`src/sv/ssrf_pkg.sv`:
```
// ----------------------------------------------------------------------------
// ssrf_pkg
// Shared types and constants for the stereo sample ring FIFO.
// ----------------------------------------------------------------------------
`default_nettype none

package ssrf_pkg;

    localparam int DEF_RING_DEPTH   = 8192;
    localparam int DEF_CHUNK_FRAMES = 64;

    localparam int SAMPLE_W    = 16;
    localparam int FRAME_W     = 2 * SAMPLE_W;
    localparam int FILL_W      = 13;
    localparam int COUNT_W     = 32;
    localparam int REQ_W       = 2;
    localparam int S_TDATA_W   = 40;
    localparam int M_TDATA_W   = 160;

    localparam logic [REQ_W-1:0] REQ_PUSH   = 2'd0;
    localparam logic [REQ_W-1:0] REQ_PULL   = 2'd1;
    localparam logic [REQ_W-1:0] REQ_REPORT = 2'd2;

    localparam logic KIND_FRAME  = 1'b0;
    localparam logic KIND_REPORT = 1'b1;

    typedef enum logic [1:0] {
        ST_IDLE,
        ST_CHUNK,
        ST_REPORT
    } ctrl_state_t;

    typedef struct packed {
        logic push;
        logic flush;
        logic pull_start;
        logic frame_issue;
        logic report_issue;
    } ctl_cmd_t;

    typedef struct packed {
        logic issue_ok;
        logic chunk_last;
    } dp_status_t;

    typedef struct packed {
        logic                      kind;
        logic signed [SAMPLE_W-1:0] out_left;
        logic signed [SAMPLE_W-1:0] out_right;
        logic                      last;
        logic [FILL_W-1:0]         fill_level;
        logic [COUNT_W-1:0]        underrun_count;
        logic [COUNT_W-1:0]        dropped_count;
        logic [COUNT_W-1:0]        written_count;
        logic [FILL_W-1:0]         low_fill;
    } out_item_t;

endpackage

`default_nettype wire

```
`src/sv/ssrf_ctrl.sv`:
```
// ----------------------------------------------------------------------------
// ssrf_ctrl
// Request decode and sequencing of chunk and report transactions.
// ----------------------------------------------------------------------------
`default_nettype none

module ssrf_ctrl
    import ssrf_pkg::*;
(
    input  wire logic             aclk,
    input  wire logic             aresetn,
    input  wire logic             req_valid,
    output logic                  req_ready,
    input  wire logic [REQ_W-1:0] req_type,
    input  wire logic             req_mute,
    input  wire dp_status_t       status,
    output ctl_cmd_t              cmd
);

    ctrl_state_t state_reg;
    ctrl_state_t state_next;

    always_ff @(posedge aclk) begin
        if (!aresetn) begin
            state_reg <= ST_IDLE;
        end else begin
            state_reg <= state_next;
        end
    end

    always_comb begin
        state_next = state_reg;
        case (state_reg)
            ST_IDLE: begin
                if (req_valid) begin
                    if (req_type == REQ_PULL && !req_mute) begin
                        state_next = ST_CHUNK;
                    end else if (req_type == REQ_REPORT) begin
                        state_next = ST_REPORT;
                    end
                end
            end
            ST_CHUNK: begin
                if (status.issue_ok && status.chunk_last) begin
                    state_next = ST_IDLE;
                end
            end
            ST_REPORT: begin
                if (status.issue_ok) begin
                    state_next = ST_IDLE;
                end
            end
            default: begin
                state_next = ST_IDLE;
            end
        endcase
    end

    always_comb begin
        req_ready = 1'b0;
        cmd       = '0;
        case (state_reg)
            ST_IDLE: begin
                req_ready = 1'b1;
                if (req_valid) begin
                    case (req_type)
                        REQ_PUSH: begin
                            cmd.push = 1'b1;
                        end
                        REQ_PULL: begin
                            cmd.flush      = req_mute;
                            cmd.pull_start = !req_mute;
                        end
                        default: begin
                        end
                    endcase
                end
            end
            ST_CHUNK: begin
                cmd.frame_issue = status.issue_ok;
            end
            ST_REPORT: begin
                cmd.report_issue = status.issue_ok;
            end
            default: begin
            end
        endcase
    end

endmodule

`default_nettype wire

```
`config.mk`:
```
export PLATFORM = sky130hd
export DESIGN_NAME = ssrf_ctrl
export DESIGN_NICKNAME = d
export VERILOG_FILES = /design/src/sv/ssrf_pkg.sv /design/src/sv/ssrf_ctrl.sv
export SDC_FILE = /design/constraint.sdc
export NUM_CORES = 1
export LEC_CHECK = 0
export BUFFER_PORTS_ARGS = -buffer_cell sky130_fd_sc_hd__buf_2
export CAP_MARGIN = 20
export CORE_AREA = 8 8 45 47
export CTS_CLUSTER_DIAMETER = 80
export CTS_CLUSTER_SIZE = 12
export DETAILED_ROUTE_END_ITERATION = 16
export DIE_AREA = 0 0 53 55
export GPL_ROUTABILITY_DRIVEN = 0
export GPL_TIMING_DRIVEN = 0
export PLACE_DENSITY = 0.3
export SYNTH_ARGS = -nofsm -noshare
export SYNTH_HDL_FRONTEND = slang
export SYNTH_SLANG_ARGS = --single-unit
```
`constraint.sdc`:
```
create_clock -name aclk -period 1.4 [get_ports aclk]
set_input_delay 0.28 -clock aclk [delete_from_list [all_inputs] [get_ports aclk]]
set_output_delay 0.28 -clock aclk [all_outputs]
set_load 0.005 [all_outputs]
```
======== Word-level counts from Yosys, hierarchy flattened ========
Index checks and enable logic that the tools add are counted.
word-level totals
  output and inout port bits .............. 6
  register bits after elaboration ......... 2
  bits of input ports ..................... 8
  logic and storage cells ................. 28
cells by class
  reduce and logical (&&, ||, !) cells .... 6
  equal/unequal tests ..................... 8
  mux-type cells .......................... 13
operator list
  operator                                             count
  two-way mux 2 bit                                    6
  two-way mux 3 bit                                    2
  != test 2 bit, second input constant                 3
  case mux 2 bit (3 select lines)                      1
  equality test 2 x 1 -> 1 bit, second input constant  2
  equality test 2 bit, second input constant           2
  logical NOT 2 bit                                    2
  two-way mux 1 bit                                    4
  AND reduction 4 bit                                  1
  != test 3 bit, second input constant                 1
  logical AND 1 bit                                    2
  logical NOT 1 bit                                    1

======== Longest topological paths before layout ========
Gate-level depths: netlist of the first run.
  depth after elaboration ................. 5
  gate-level depth with buffers ........... 2
  depth with buffers taken out ............ 2

======== Worst setup path after synthesis of the first run ========
Ideal clock, no wire load.
  kind .................................... register -> output
  from .................................... reg state_reg[0]
  to ...................................... out cmd[2] (netlist bit)
  buffers on the path ..................... 0
  path slack .............................. 268 ps
  required time ........................... 1120 ps
  arrival ................................. 852 ps
  cell stages (with the launch flop) ...... 3
  cell sequence ........................... dfxtp_1 nor4b_2 and3b_1
RTL lines
  what                    RTL line         source
  from (decl)             ssrf_ctrl.sv:20  ctrl_state_t state_reg;
  from (signal assigned)  ssrf_ctrl.sv:27  state_reg <= state_next;
  to (decl)               ssrf_ctrl.sv:17  output ctl_cmd_t cmd

==> metrics.md, run 1 <==
| Metric | Value |
|---|---|
| Worst path max stage delay | `350 ps` |
| Number of flip-flops under the largest register name | `2` |
| Routed wire length per instance | `11.2 µm` |
| Post-route worst setup slack | `-79.7 ps` |
| Path category of the worst min-delay check | `primary input to flip-flop` |
| Max-cap violations | `0` |
| Setup repair after global routing missed its margin | `true` |
| Port Buffers | `13` |
| Library cell with the largest summed area after synthesis | `sky130_fd_sc_hd__dfxtp_1` |
| Fin. Hold Viols | `0` |
| Kind of cell adding the most delay to the critical path | `simple AND/OR/NAND/NOR gates` |
| Kind of start point of the critical path | `flip-flop` |
| Buf/Inv on CP | `1` |
| Warning count from the yosys run | `0` |
| Final #Nets | `50` |
| Die extent in y | `55 µm` |
| Placement row count | `14` |
| Routed vias/inst | `3.70` |
| Largest clock skew in the final design | `3.82 ps` |
| Area taken by multi-input logic gates | `123 µm²` |
| Setup TNS Final | `-200 ps` |
| Diodes inserted | `0` |
| Number of buffers inserted during clock tree synthesis | `3` |
| Setup violators final | `3` |
| Area of all sequential standard cells | `47.5 µm²` |
| Num Clock Sinks | `2` |
| Critical register-to-register path endpoint | `state_reg[0]$_SDFFE_PN0P_` |
| Final antenna-violating net count | `0` |
| Number of antenna violations at the first check in global routing | `0` |
| Global-route wire length before repair | `897 µm` |
| Core region area | `1380 µm²` |
| Most area-consuming cells after synthesis | `sky130_fd_sc_hd__dfxtp_1 (26%), sky130_fd_sc_hd__and3b_1 (12%), sky130_fd_sc_hd__nor4b_2 (9.9%)` |
| Post-layout min period | `1480 ps` |
| Post-DP HPWL | `427 µm` |
| Synth Area in Compound Gates | `9.92%` |
| GR Overflow Total | `0` |
| Count of cell types in the netlist | `12` |
| Share of layout cells above drive strength 1 | `65.0%` |
| Worst path slowest cell | `sky130_fd_sc_hd__dfxtp_4` |
| Effective utilization at floorplan | `10.9%` |
| Top-Level Pins | `14` |
| Final routed wirelength across all metal layers | `629 µm` |
| Ordered list of cells on the worst path | `nor4b_4 -> and3b_1 -> buf_2` |
| Number of fill cells | `154` |
| Number of cells produced by synthesis | `18` |
| Number of synthesized register bits | `2` |
| Vias in the first global route | `206` |
| Slew HR | `82.9%` |
| Dominant combinational cell family by area after synthesis | `simple AND/OR/NAND/NOR gates` |
| Critical path capture point type | `output pin` |
| Endpoint with the worst hold slack | `state_reg[1]$_SDFFE_PN0P_` |
| Portion of the post-synthesis area used by sequential elements | `26.4%` |
| Peak VDD IR | `299 µV` |
| Leakage | `0.176 nW` |
| Via count of the routed design | `207` |
| Cell chosen for the clock root | `sky130_fd_sc_hd__clkbuf_4` |
| Syn Std Cell Area | `151 µm²` |
| Largest net degree at the start of global routing | `7` |
| Worst Setup Path Type | `flip-flop to output pin` |
| Max H-tree Level | `1` |
| Later-pin clock latency in the skew report | `230 ps` |
| Clock slew at the register clock pins of the worst setup and hold paths | `30 ps` |
| Power after layout | `0.242 mW` |
| Horizontal die dimension | `53 µm` |
| Initial detailed-routing violation count | `1` |
| Power per standard cell area | `742 nW/µm²` |
| R2R depth | `4` |
| Synth-to-layout area growth | `116%` |
| Number of pins exceeding their max-slew limit in the final report | `0` |
| Overall track demand over capacity in global routing | `4.48%` |
| Crit path max fanout | `4` |
| Post-cts hold buffer count | `0` |
| First-pass iteration count of the detailed router | `2` |
| Violated checks | `setup timing` |
| Multiplexer share of the synthesized area | `0%` |
| Remaining routing DRC violations | `0` |
| Arrival @ worst endpoint | `1200 ps` |
| Net count after synthesis | `26` |
| Register-to-Register Setup Slack | `310 ps` |
| Share of async-settable or async-resettable flops after synthesis | `0%` |
| Die footprint | `2920 µm²` |
| Achievable clock frequency | `0.676 GHz` |
| Worst-Margin Slew | `255 ps` |
| Run status | `finished with violations` |
| Maximum count of clock buffers along a single path | `2` |
| Number of flops mapped to enable cells by yosys | `0` |
| TritonCTS clock tree | `built` |
| Most used flip-flop cell after synthesis | `sky130_fd_sc_hd__dfxtp_1` |
| Required arrival time at the worst endpoint | `1120 ps` |
| Xor and xnor area share after synthesis | `0%` |
| Fraction of the mapped netlist area in adder cells | `0%` |
| Area share of the largest cell type after synthesis | `26.4%` |
| Final worst-path cycle share | `106%` |
| Worst hold path depth | `3` |
| Synth Area in Simple Gates | `63.6%` |
| Startpoint of the worst register-to-register path | `state_reg[1]$_SDFFE_PN0P_` |
| Hold Path Origin | `aresetn` |
| Post-synthesis area per instance | `8.41 µm²` |
## timing repair
action | in CTS | in global routing
resized for setup | 3 | 4
setup buffers | 2 | 4
pin swaps | 3 | 4
endpoints found under the setup margin | 3 | 4
## worst max-delay path by stage
stage	startpoint	end	slack, ps	cells past startpoint
floorplan	state_reg[0]$_SDFFE_PN0P_	cmd[2]	270	2
global placement	state_reg[1]$_SDFFE_PN0P_	cmd[2]	90	3
detailed placement	state_reg[0]$_SDFFE_PN0P_	cmd[2]	80	3
CTS	state_reg[0]$_SDFFE_PN0P_	cmd[2]	-70	3
global route	state_reg[1]$_SDFFE_PN0P_	cmd[2]	-160	3
finish	state_reg[1]$_SDFFE_PN0P_	cmd[2]	-80	3
## layout make-up
class	count	share of cell area, %
Multi-Input combinational cell	16	37.5
Timing Repair Buffer	19	34.9
Sequential cell	2	14.6
Clock buffer	3	6.90
Tap cell	16	6.13
## kinds of logic (layout without fill, tap and decap cells)
| group | Yosys count | after routing |
|---|---|---|
| AND/OR/NAND/NOR | 14 | 14 |
| flip-flops | 2 | 2 |
| buffers and inverters | 0 | 22 |
| AO/OA/AOI/OAI | 2 | 2 |
## stage by stage
| stage | area, µm² | hold WS (ps) | setup slack [ps] | instances | util (%) |
|---|---|---|---|---|---|
| floorplan | 151 | 410 | 268 | 18 | - |
| global placement | 236 | 554 | 92.7 | 47 | 17.1 |
| detailed placement | 236 | 533 | 82.9 | 47 | 17.1 |
| CTS | 287 | 313 | -69.7 | 52 | 20.7 |
| global route | 327 | 304 | -155 | 56 | 23.6 |
| finish | 327 | 318 | -79.7 | 56 | 23.6 |
## per-layer routing
metal	share of wire [%]	vias up	track usage (%)	wire length [µm]
met5	0	-	0	0
met4	0	0	2.59	0
met3	19	0	5.61	122
met2	28	16	3.13	173
met1	53	81	5.91	334
li1	-	110	-	-
## power breakdown
part	total, mW	switching [mW]	internal [mW]
registers	0.0599	0.00285	0.0571
clock network	0.132	0.0373	0.0950
logic	0.0502	0.0192	0.0309
total	0.242	0.0594	0.183
## tightest hold or removal path, delay by kind of cell
| kind | cells | cell delay [ps] |
|---|---|---|
| AOI/OAI and AO/OA | 1 | 40 |
| and+or+nand+nor | 1 | 70 |
| buffers and inverters | 1 | 110 |
## cell usage in the layout, fill, tap and decap left out, drive strengths merged, types with 2 or more instances in the layout
master / synthesis / layout
buf: 0 / 19
clkbuf: 0 / 3
nor2: 2 / 2
and3b: 2 / 2
nand2: 2 / 2
nand2b: 2 / 2
dfxtp: 2 / 2
nor2b: 2 / 2
Power figures use the tool's default switching activity.
==> run 2, diff against run 1 <==
--- a/config.mk
+++ b/config.mk
@@ -5,13 +5,13 @@
 export SDC_FILE = /design/constraint.sdc
 export NUM_CORES = 1
 export LEC_CHECK = 0
-export BUFFER_PORTS_ARGS = -buffer_cell sky130_fd_sc_hd__buf_2
 export CAP_MARGIN = 20
 export CORE_AREA = 8 8 45 47
 export CTS_CLUSTER_DIAMETER = 80
 export CTS_CLUSTER_SIZE = 12
 export DETAILED_ROUTE_END_ITERATION = 16
 export DIE_AREA = 0 0 53 55
+export DONT_BUFFER_PORTS = 1
 export GPL_ROUTABILITY_DRIVEN = 0
 export GPL_TIMING_DRIVEN = 0
 export PLACE_DENSITY = 0.3
==> metrics.md, run 2 (synthesis results as in run 1) <==
| Metric | Value |
|---|---|
| Core region area | `1380 µm²` |
| Effective utilization at floorplan | `10.9%` |
| Ordered list of cells on the worst path | `nor4b_4 -> and3b_1` |
| Achievable clock frequency | `0.722 GHz` |
| Critical path capture point type | `output pin` |
| Num Clock Sinks | `2` |
| Die extent in y | `55 µm` |
| Maximum count of clock buffers along a single path | `2` |
| Placement row count | `14` |
| Post-layout min period | `1380 ps` |
| First-pass iteration count of the detailed router | `3` |
| Synth-to-layout area growth | `53.7%` |
| Final #Nets | `34` |
| Later-pin clock latency in the skew report | `220 ps` |
| Number of fill cells | `152` |
| Post-cts hold buffer count | `0` |
| Global-route wire length before repair | `786 µm` |
| Area taken by multi-input logic gates | `123 µm²` |
| Port Buffers | `0` |
| Setup slack at placement | `141 ps` |
| Number of buffers inserted during clock tree synthesis | `3` |
| Via count of the routed design | `165` |
| Utilization of the core after routing | `16.8%` |
| Max H-tree Level | `1` |
| Initial detailed-routing violation count | `5` |
| Final antenna-violating net count | `0` |
| Top library cells by usage in the layout, fill and taps aside | `sky130_fd_sc_hd__clkbuf_4 (3), sky130_fd_sc_hd__buf_4 (3)` |
| Final instance count without filler cells | `40` |
| GR Overflow Total | `0` |
| Horizontal die dimension | `53 µm` |
| Top-Level Pins | `14` |
| Largest clock skew in the final design | `1.73 ps` |
| Setup repair after global routing missed its margin | `true` |
| Die footprint | `2920 µm²` |
| Largest net degree at the start of global routing | `7` |
| Placed insts | `34` |
| Setup violators final | `0` |
| Routed wire length per instance | `13.3 µm` |
| Final worst-path cycle share | `98.9%` |
| Arrival @ worst endpoint | `1100 ps` |
| Peak VDD IR | `531 µV` |
| Area of all sequential standard cells | `45.0 µm²` |
| Register-to-Register Setup Slack | `330 ps` |
| Leakage | `0.102 nW` |
| Cell chosen for the clock root | `sky130_fd_sc_hd__clkbuf_4` |
| Clock slew at the register clock pins of the worst setup and hold paths | `30 ps` |
| Post-route worst setup slack | `15.1 ps` |
| Power after layout | `0.214 mW` |
| Worst path max stage delay | `340 ps` |
| Power per standard cell area | `919 nW/µm²` |
| Number of pins exceeding their max-slew limit in the final report | `0` |
| Share of layout cells above drive strength 1 | `41.7%` |
| Kind of start point of the critical path | `flip-flop` |
| Run status | `finished clean` |
| Remaining routing DRC violations | `0` |
| Vias in the first global route | `172` |
| Number of flip-flops under the largest register name | `2` |
| Diodes inserted | `0` |
| Path category of the worst min-delay check | `primary input to flip-flop` |
| Buf/Inv on CP | `0` |
| Number of antenna violations at the first check in global routing | `0` |
| Final routed wirelength across all metal layers | `530 µm` |
| TritonCTS clock tree | `built` |
| Worst Setup Path Type | `flip-flop to output pin` |
| Worst path slowest cell | `sky130_fd_sc_hd__dfxtp_4` |
| Routed vias/inst | `4.13` |
| Crit path max fanout | `4` |
| Slew HR | `81.8%` |
| Worst-Margin Slew | `271 ps` |
| Max-cap violations | `0` |
| Min Hold Slack | `178 ps` |
| Overall track demand over capacity in global routing | `3.93%` |
| Post-DP HPWL | `389 µm` |
| Kind of cell adding the most delay to the critical path | `simple AND/OR/NAND/NOR gates` |
| Required arrival time at the worst endpoint | `1120 ps` |
| Fin. Hold Viols | `0` |
==> run 2: cell types whose count changed in the layout (fill, tap and decap cells not counted), sizes merged <==
cell | previous run | this run
buf | 19 | 3
==> run 2: layout make-up <==
class                   instances  share of cell area [%]
flip-flops and latches          2                    19.4
multi-input cells              16                    52.7
repair buffers                  3                    9.68
clock buffers                   3                    9.68
well taps                      16                    8.60
==> run 2: power breakdown <==
group          leakage (nW)  switching, mW  internal (mW)  total (mW)
clock                0.0138         0.0312         0.0944       0.126
sequential           0.0175        0.00278         0.0585      0.0613
combinational        0.0706        0.00962         0.0173      0.0269
==> run 2: metrics by stage <==
step / cell area [µm²] / TNS, ps
2_1_floorplan: 151 / 0
3_3_place_gp: 171 / 0
3_5_place_dp: 171 / 0
4_1_cts: 219 / 0
5_1_grt: 233 / -149
6_report: 233 / 0
==> run 2: what timing repair did <==
item / in CTS / in global routing
hold endpoints to repair: 0 / 0
setup endpoints to repair: 3 / 3
resized for setup: 2 / 3
buffers inserted: 2 / 1
pin swaps: 2 / 1
==> run 2: final timing paths <==
kind,end,from,cells past startpoint
max,cmd[2],state_reg[1]$_SDFFE_PN0P_,2
min,state_reg[1]$_SDFFE_PN0P_,aresetn,2
max reg2reg,state_reg[0]$_SDFFE_PN0P_,state_reg[1]$_SDFFE_PN0P_,4
min reg2reg,state_reg[1]$_SDFFE_PN0P_,state_reg[0]$_SDFFE_PN0P_,2
==> run 2: metal layers <==
layer	vias to the layer above	GRT usage, %	wire, µm
met4	0	0	0
met2	18	3.13	105
met1	68	4.99	255
met5	-	0	0
met3	0	6.15	169
li1	79	-	-
==> run 3, diff against run 2 <==
--- a/config.mk
+++ b/config.mk
@@ -6,6 +6,8 @@
 export NUM_CORES = 1
 export LEC_CHECK = 0
 export CAP_MARGIN = 20
+export CELL_PAD_IN_SITES_DETAIL_PLACEMENT = 0
+export CELL_PAD_IN_SITES_GLOBAL_PLACEMENT = 2
 export CORE_AREA = 8 8 45 47
 export CTS_CLUSTER_DIAMETER = 80
 export CTS_CLUSTER_SIZE = 12
@@ -14,7 +16,8 @@
 export DONT_BUFFER_PORTS = 1
 export GPL_ROUTABILITY_DRIVEN = 0
 export GPL_TIMING_DRIVEN = 0
-export PLACE_DENSITY = 0.3
+export PLACE_DENSITY = 0.34
+export RECOVER_POWER = 50
 export SYNTH_ARGS = -nofsm -noshare
 export SYNTH_HDL_FRONTEND = slang
 export SYNTH_SLANG_ARGS = --single-unit
==> metrics.md, run 3 (synthesis results as in run 1) <==
| Metric | Value |
|---|---|
| Global-route wire length before repair | `855 µm` |
| Kind of cell adding the most delay to the critical path | `simple AND/OR/NAND/NOR gates` |
| Endpoint with the worst hold slack | `state_reg[1]$_SDFFE_PN0P_` |
| Ordered list of cells on the worst path | `nor4b_4 -> and3b_1` |
| Worst Setup Path Type | `flip-flop to output pin` |
| Placement row count | `14` |
| Placed insts | `34` |
| Top-Level Pins | `14` |
| Worst path max stage delay | `340 ps` |
| Number of flip-flops under the largest register name | `2` |
| Final #Nets | `32` |
| Arrival @ worst endpoint | `1120 ps` |
| Number of buffers inserted during clock tree synthesis | `3` |
| Post-cts hold buffer count | `0` |
| R2R depth | `3` |
| Initial detailed-routing violation count | `1` |
| Setup repair after global routing missed its margin | `true` |
| Achievable clock frequency | `0.714 GHz` |
| Vias in the first global route | `185` |
| Final antenna-violating net count | `0` |
| First-pass iteration count of the detailed router | `2` |
| Most common cell after layout, fill and taps aside | `sky130_fd_sc_hd__clkbuf_4` |
| Met2 global-route usage | `5.66%` |
| Die footprint | `2920 µm²` |
| Max-cap violations | `0` |
| Num Clock Sinks | `2` |
| Kind of start point of the critical path | `flip-flop` |
| Largest clock skew in the final design | `2.92 ps` |
| Met1 GRT Util | `3.49%` |
| Remaining routing DRC violations | `0` |
| Utilization of the core after routing | `15.6%` |
| Max H-tree Level | `1` |
| Die extent in y | `55 µm` |
| Clock slew at the register clock pins of the worst setup and hold paths | `30 ps` |
| Buf/Inv on CP | `0` |
| Final routed wirelength across all metal layers | `557 µm` |
| Maximum count of clock buffers along a single path | `2` |
| Crit path max fanout | `4` |
| Slew HR | `81.6%` |
| Worst-Margin Slew | `275 ps` |
| Later-pin clock latency in the skew report | `230 ps` |
| Overall track demand over capacity in global routing | `4.59%` |
| Number of pins exceeding their max-slew limit in the final report | `0` |
| Critical register-to-register path endpoint | `state_reg[0]$_SDFFE_PN0P_` |
| Critical path capture point type | `output pin` |
| Horizontal die dimension | `53 µm` |
| GR Overflow Total | `0` |
| Worst path slowest cell | `sky130_fd_sc_hd__dfxtp_4` |
| Core region area | `1380 µm²` |
| Number of antenna violations at the first check in global routing | `0` |
| Global routing's busiest layer | `met2` |
| Met3 global-route usage | `5.35%` |
| Via count of the routed design | `149` |
| Routed vias/inst | `3.92` |
| Hold Path Origin | `aresetn` |
| Synth-to-layout area growth | `42.1%` |
| Power per standard cell area | `978 nW/µm²` |
| Diodes inserted | `0` |
| Fin. Hold Viols | `0` |
| Share of layout cells above drive strength 1 | `31.8%` |
| Min Hold Slack | `180 ps` |
| Cell chosen for the clock root | `sky130_fd_sc_hd__clkbuf_4` |
| Setup violators final | `1` |
| Worst hold path depth | `2` |
| Post-route worst setup slack | `-1.09 ps` |
| TritonCTS clock tree | `built` |
| Leakage | `0.0912 nW` |
| Largest net degree at the start of global routing | `7` |
| Port Buffers | `0` |
| Violated checks | `setup timing` |
| Register-to-Register Setup Slack | `440 ps` |
| Startpoint of the worst register-to-register path | `state_reg[0]$_SDFFE_PN0P_` |
| Path category of the worst min-delay check | `primary input to flip-flop` |
| Effective utilization at floorplan | `10.9%` |
| Final worst-path cycle share | `100%` |
| Post-layout min period | `1400 ps` |
| Peak VDD IR | `316 µV` |
| Final instance count without filler cells | `38` |
| Routed wire length per instance | `14.7 µm` |
| Power after layout | `0.210 mW` |
| Run status | `finished with violations` |
| Required arrival time at the worst endpoint | `1120 ps` |
## run 3: worst register-to-register path: stages, from the launching register on
cell and delay (ps):
sky130_fd_sc_hd__dfxtp_4 340, sky130_fd_sc_hd__buf_4 140, sky130_fd_sc_hd__nor2b_1 140, sky130_fd_sc_hd__a32o_1 240
## run 3: worst max-delay path by stage
stage	startpoint	endpoint	slack, ps	depth (start not counted)
after CTS	state_reg[0]$_SDFFE_PN0P_	cmd[2]	-30	2
after global placement	state_reg[0]$_SDFFE_PN0P_	cmd[2]	130	2
after detailed placement	state_reg[0]$_SDFFE_PN0P_	cmd[2]	130	2
final	state_reg[0]$_SDFFE_PN0P_	cmd[2]	-1	2
after floorplan	state_reg[0]$_SDFFE_PN0P_	cmd[2]	270	2
after global routing	state_reg[0]$_SDFFE_PN0P_	cmd[4]	-70	2
## run 3: cell type report
cell class / instances / area, µm²
repair buffers: 1 / 7.51
clock buffers: 3 / 22.5
flip-flops and latches: 2 / 45.0
fillers: 164 / 1170
well taps: 16 / 20.0
multi-input cells: 16 / 120
## run 3: stage by stage
step           area, µm²  setup TNS (ps)  setup slack, ps
2_1_floorplan        151               0              268
3_3_place_gp         171               0              131
3_5_place_dp         171               0              131
4_1_cts              214           -66.3            -28.0
5_1_grt              215            -199            -73.2
6_report             215           -1.09            -1.09
## run 3: timing repair
item                       CTS  global route
buffers inserted             1             0
resized for setup            3             1
pin swaps                    2             0
setup endpoints to repair    3             3
## run 3: report_power, final
group	total (mW)	internal (mW)	switching, mW	leakage, nW
logic	0.0205	0.0125	0.00803	0.0599
registers	0.0613	0.0584	0.00288	0.0175
clock network	0.129	0.0947	0.0341	0.0138
## run 3: per-layer routing
metal	vias up	share of wire [%]
met3	2	17
met5	-	0
met4	0	3.6
met1	66	34
met2	8	45
li1	73	-
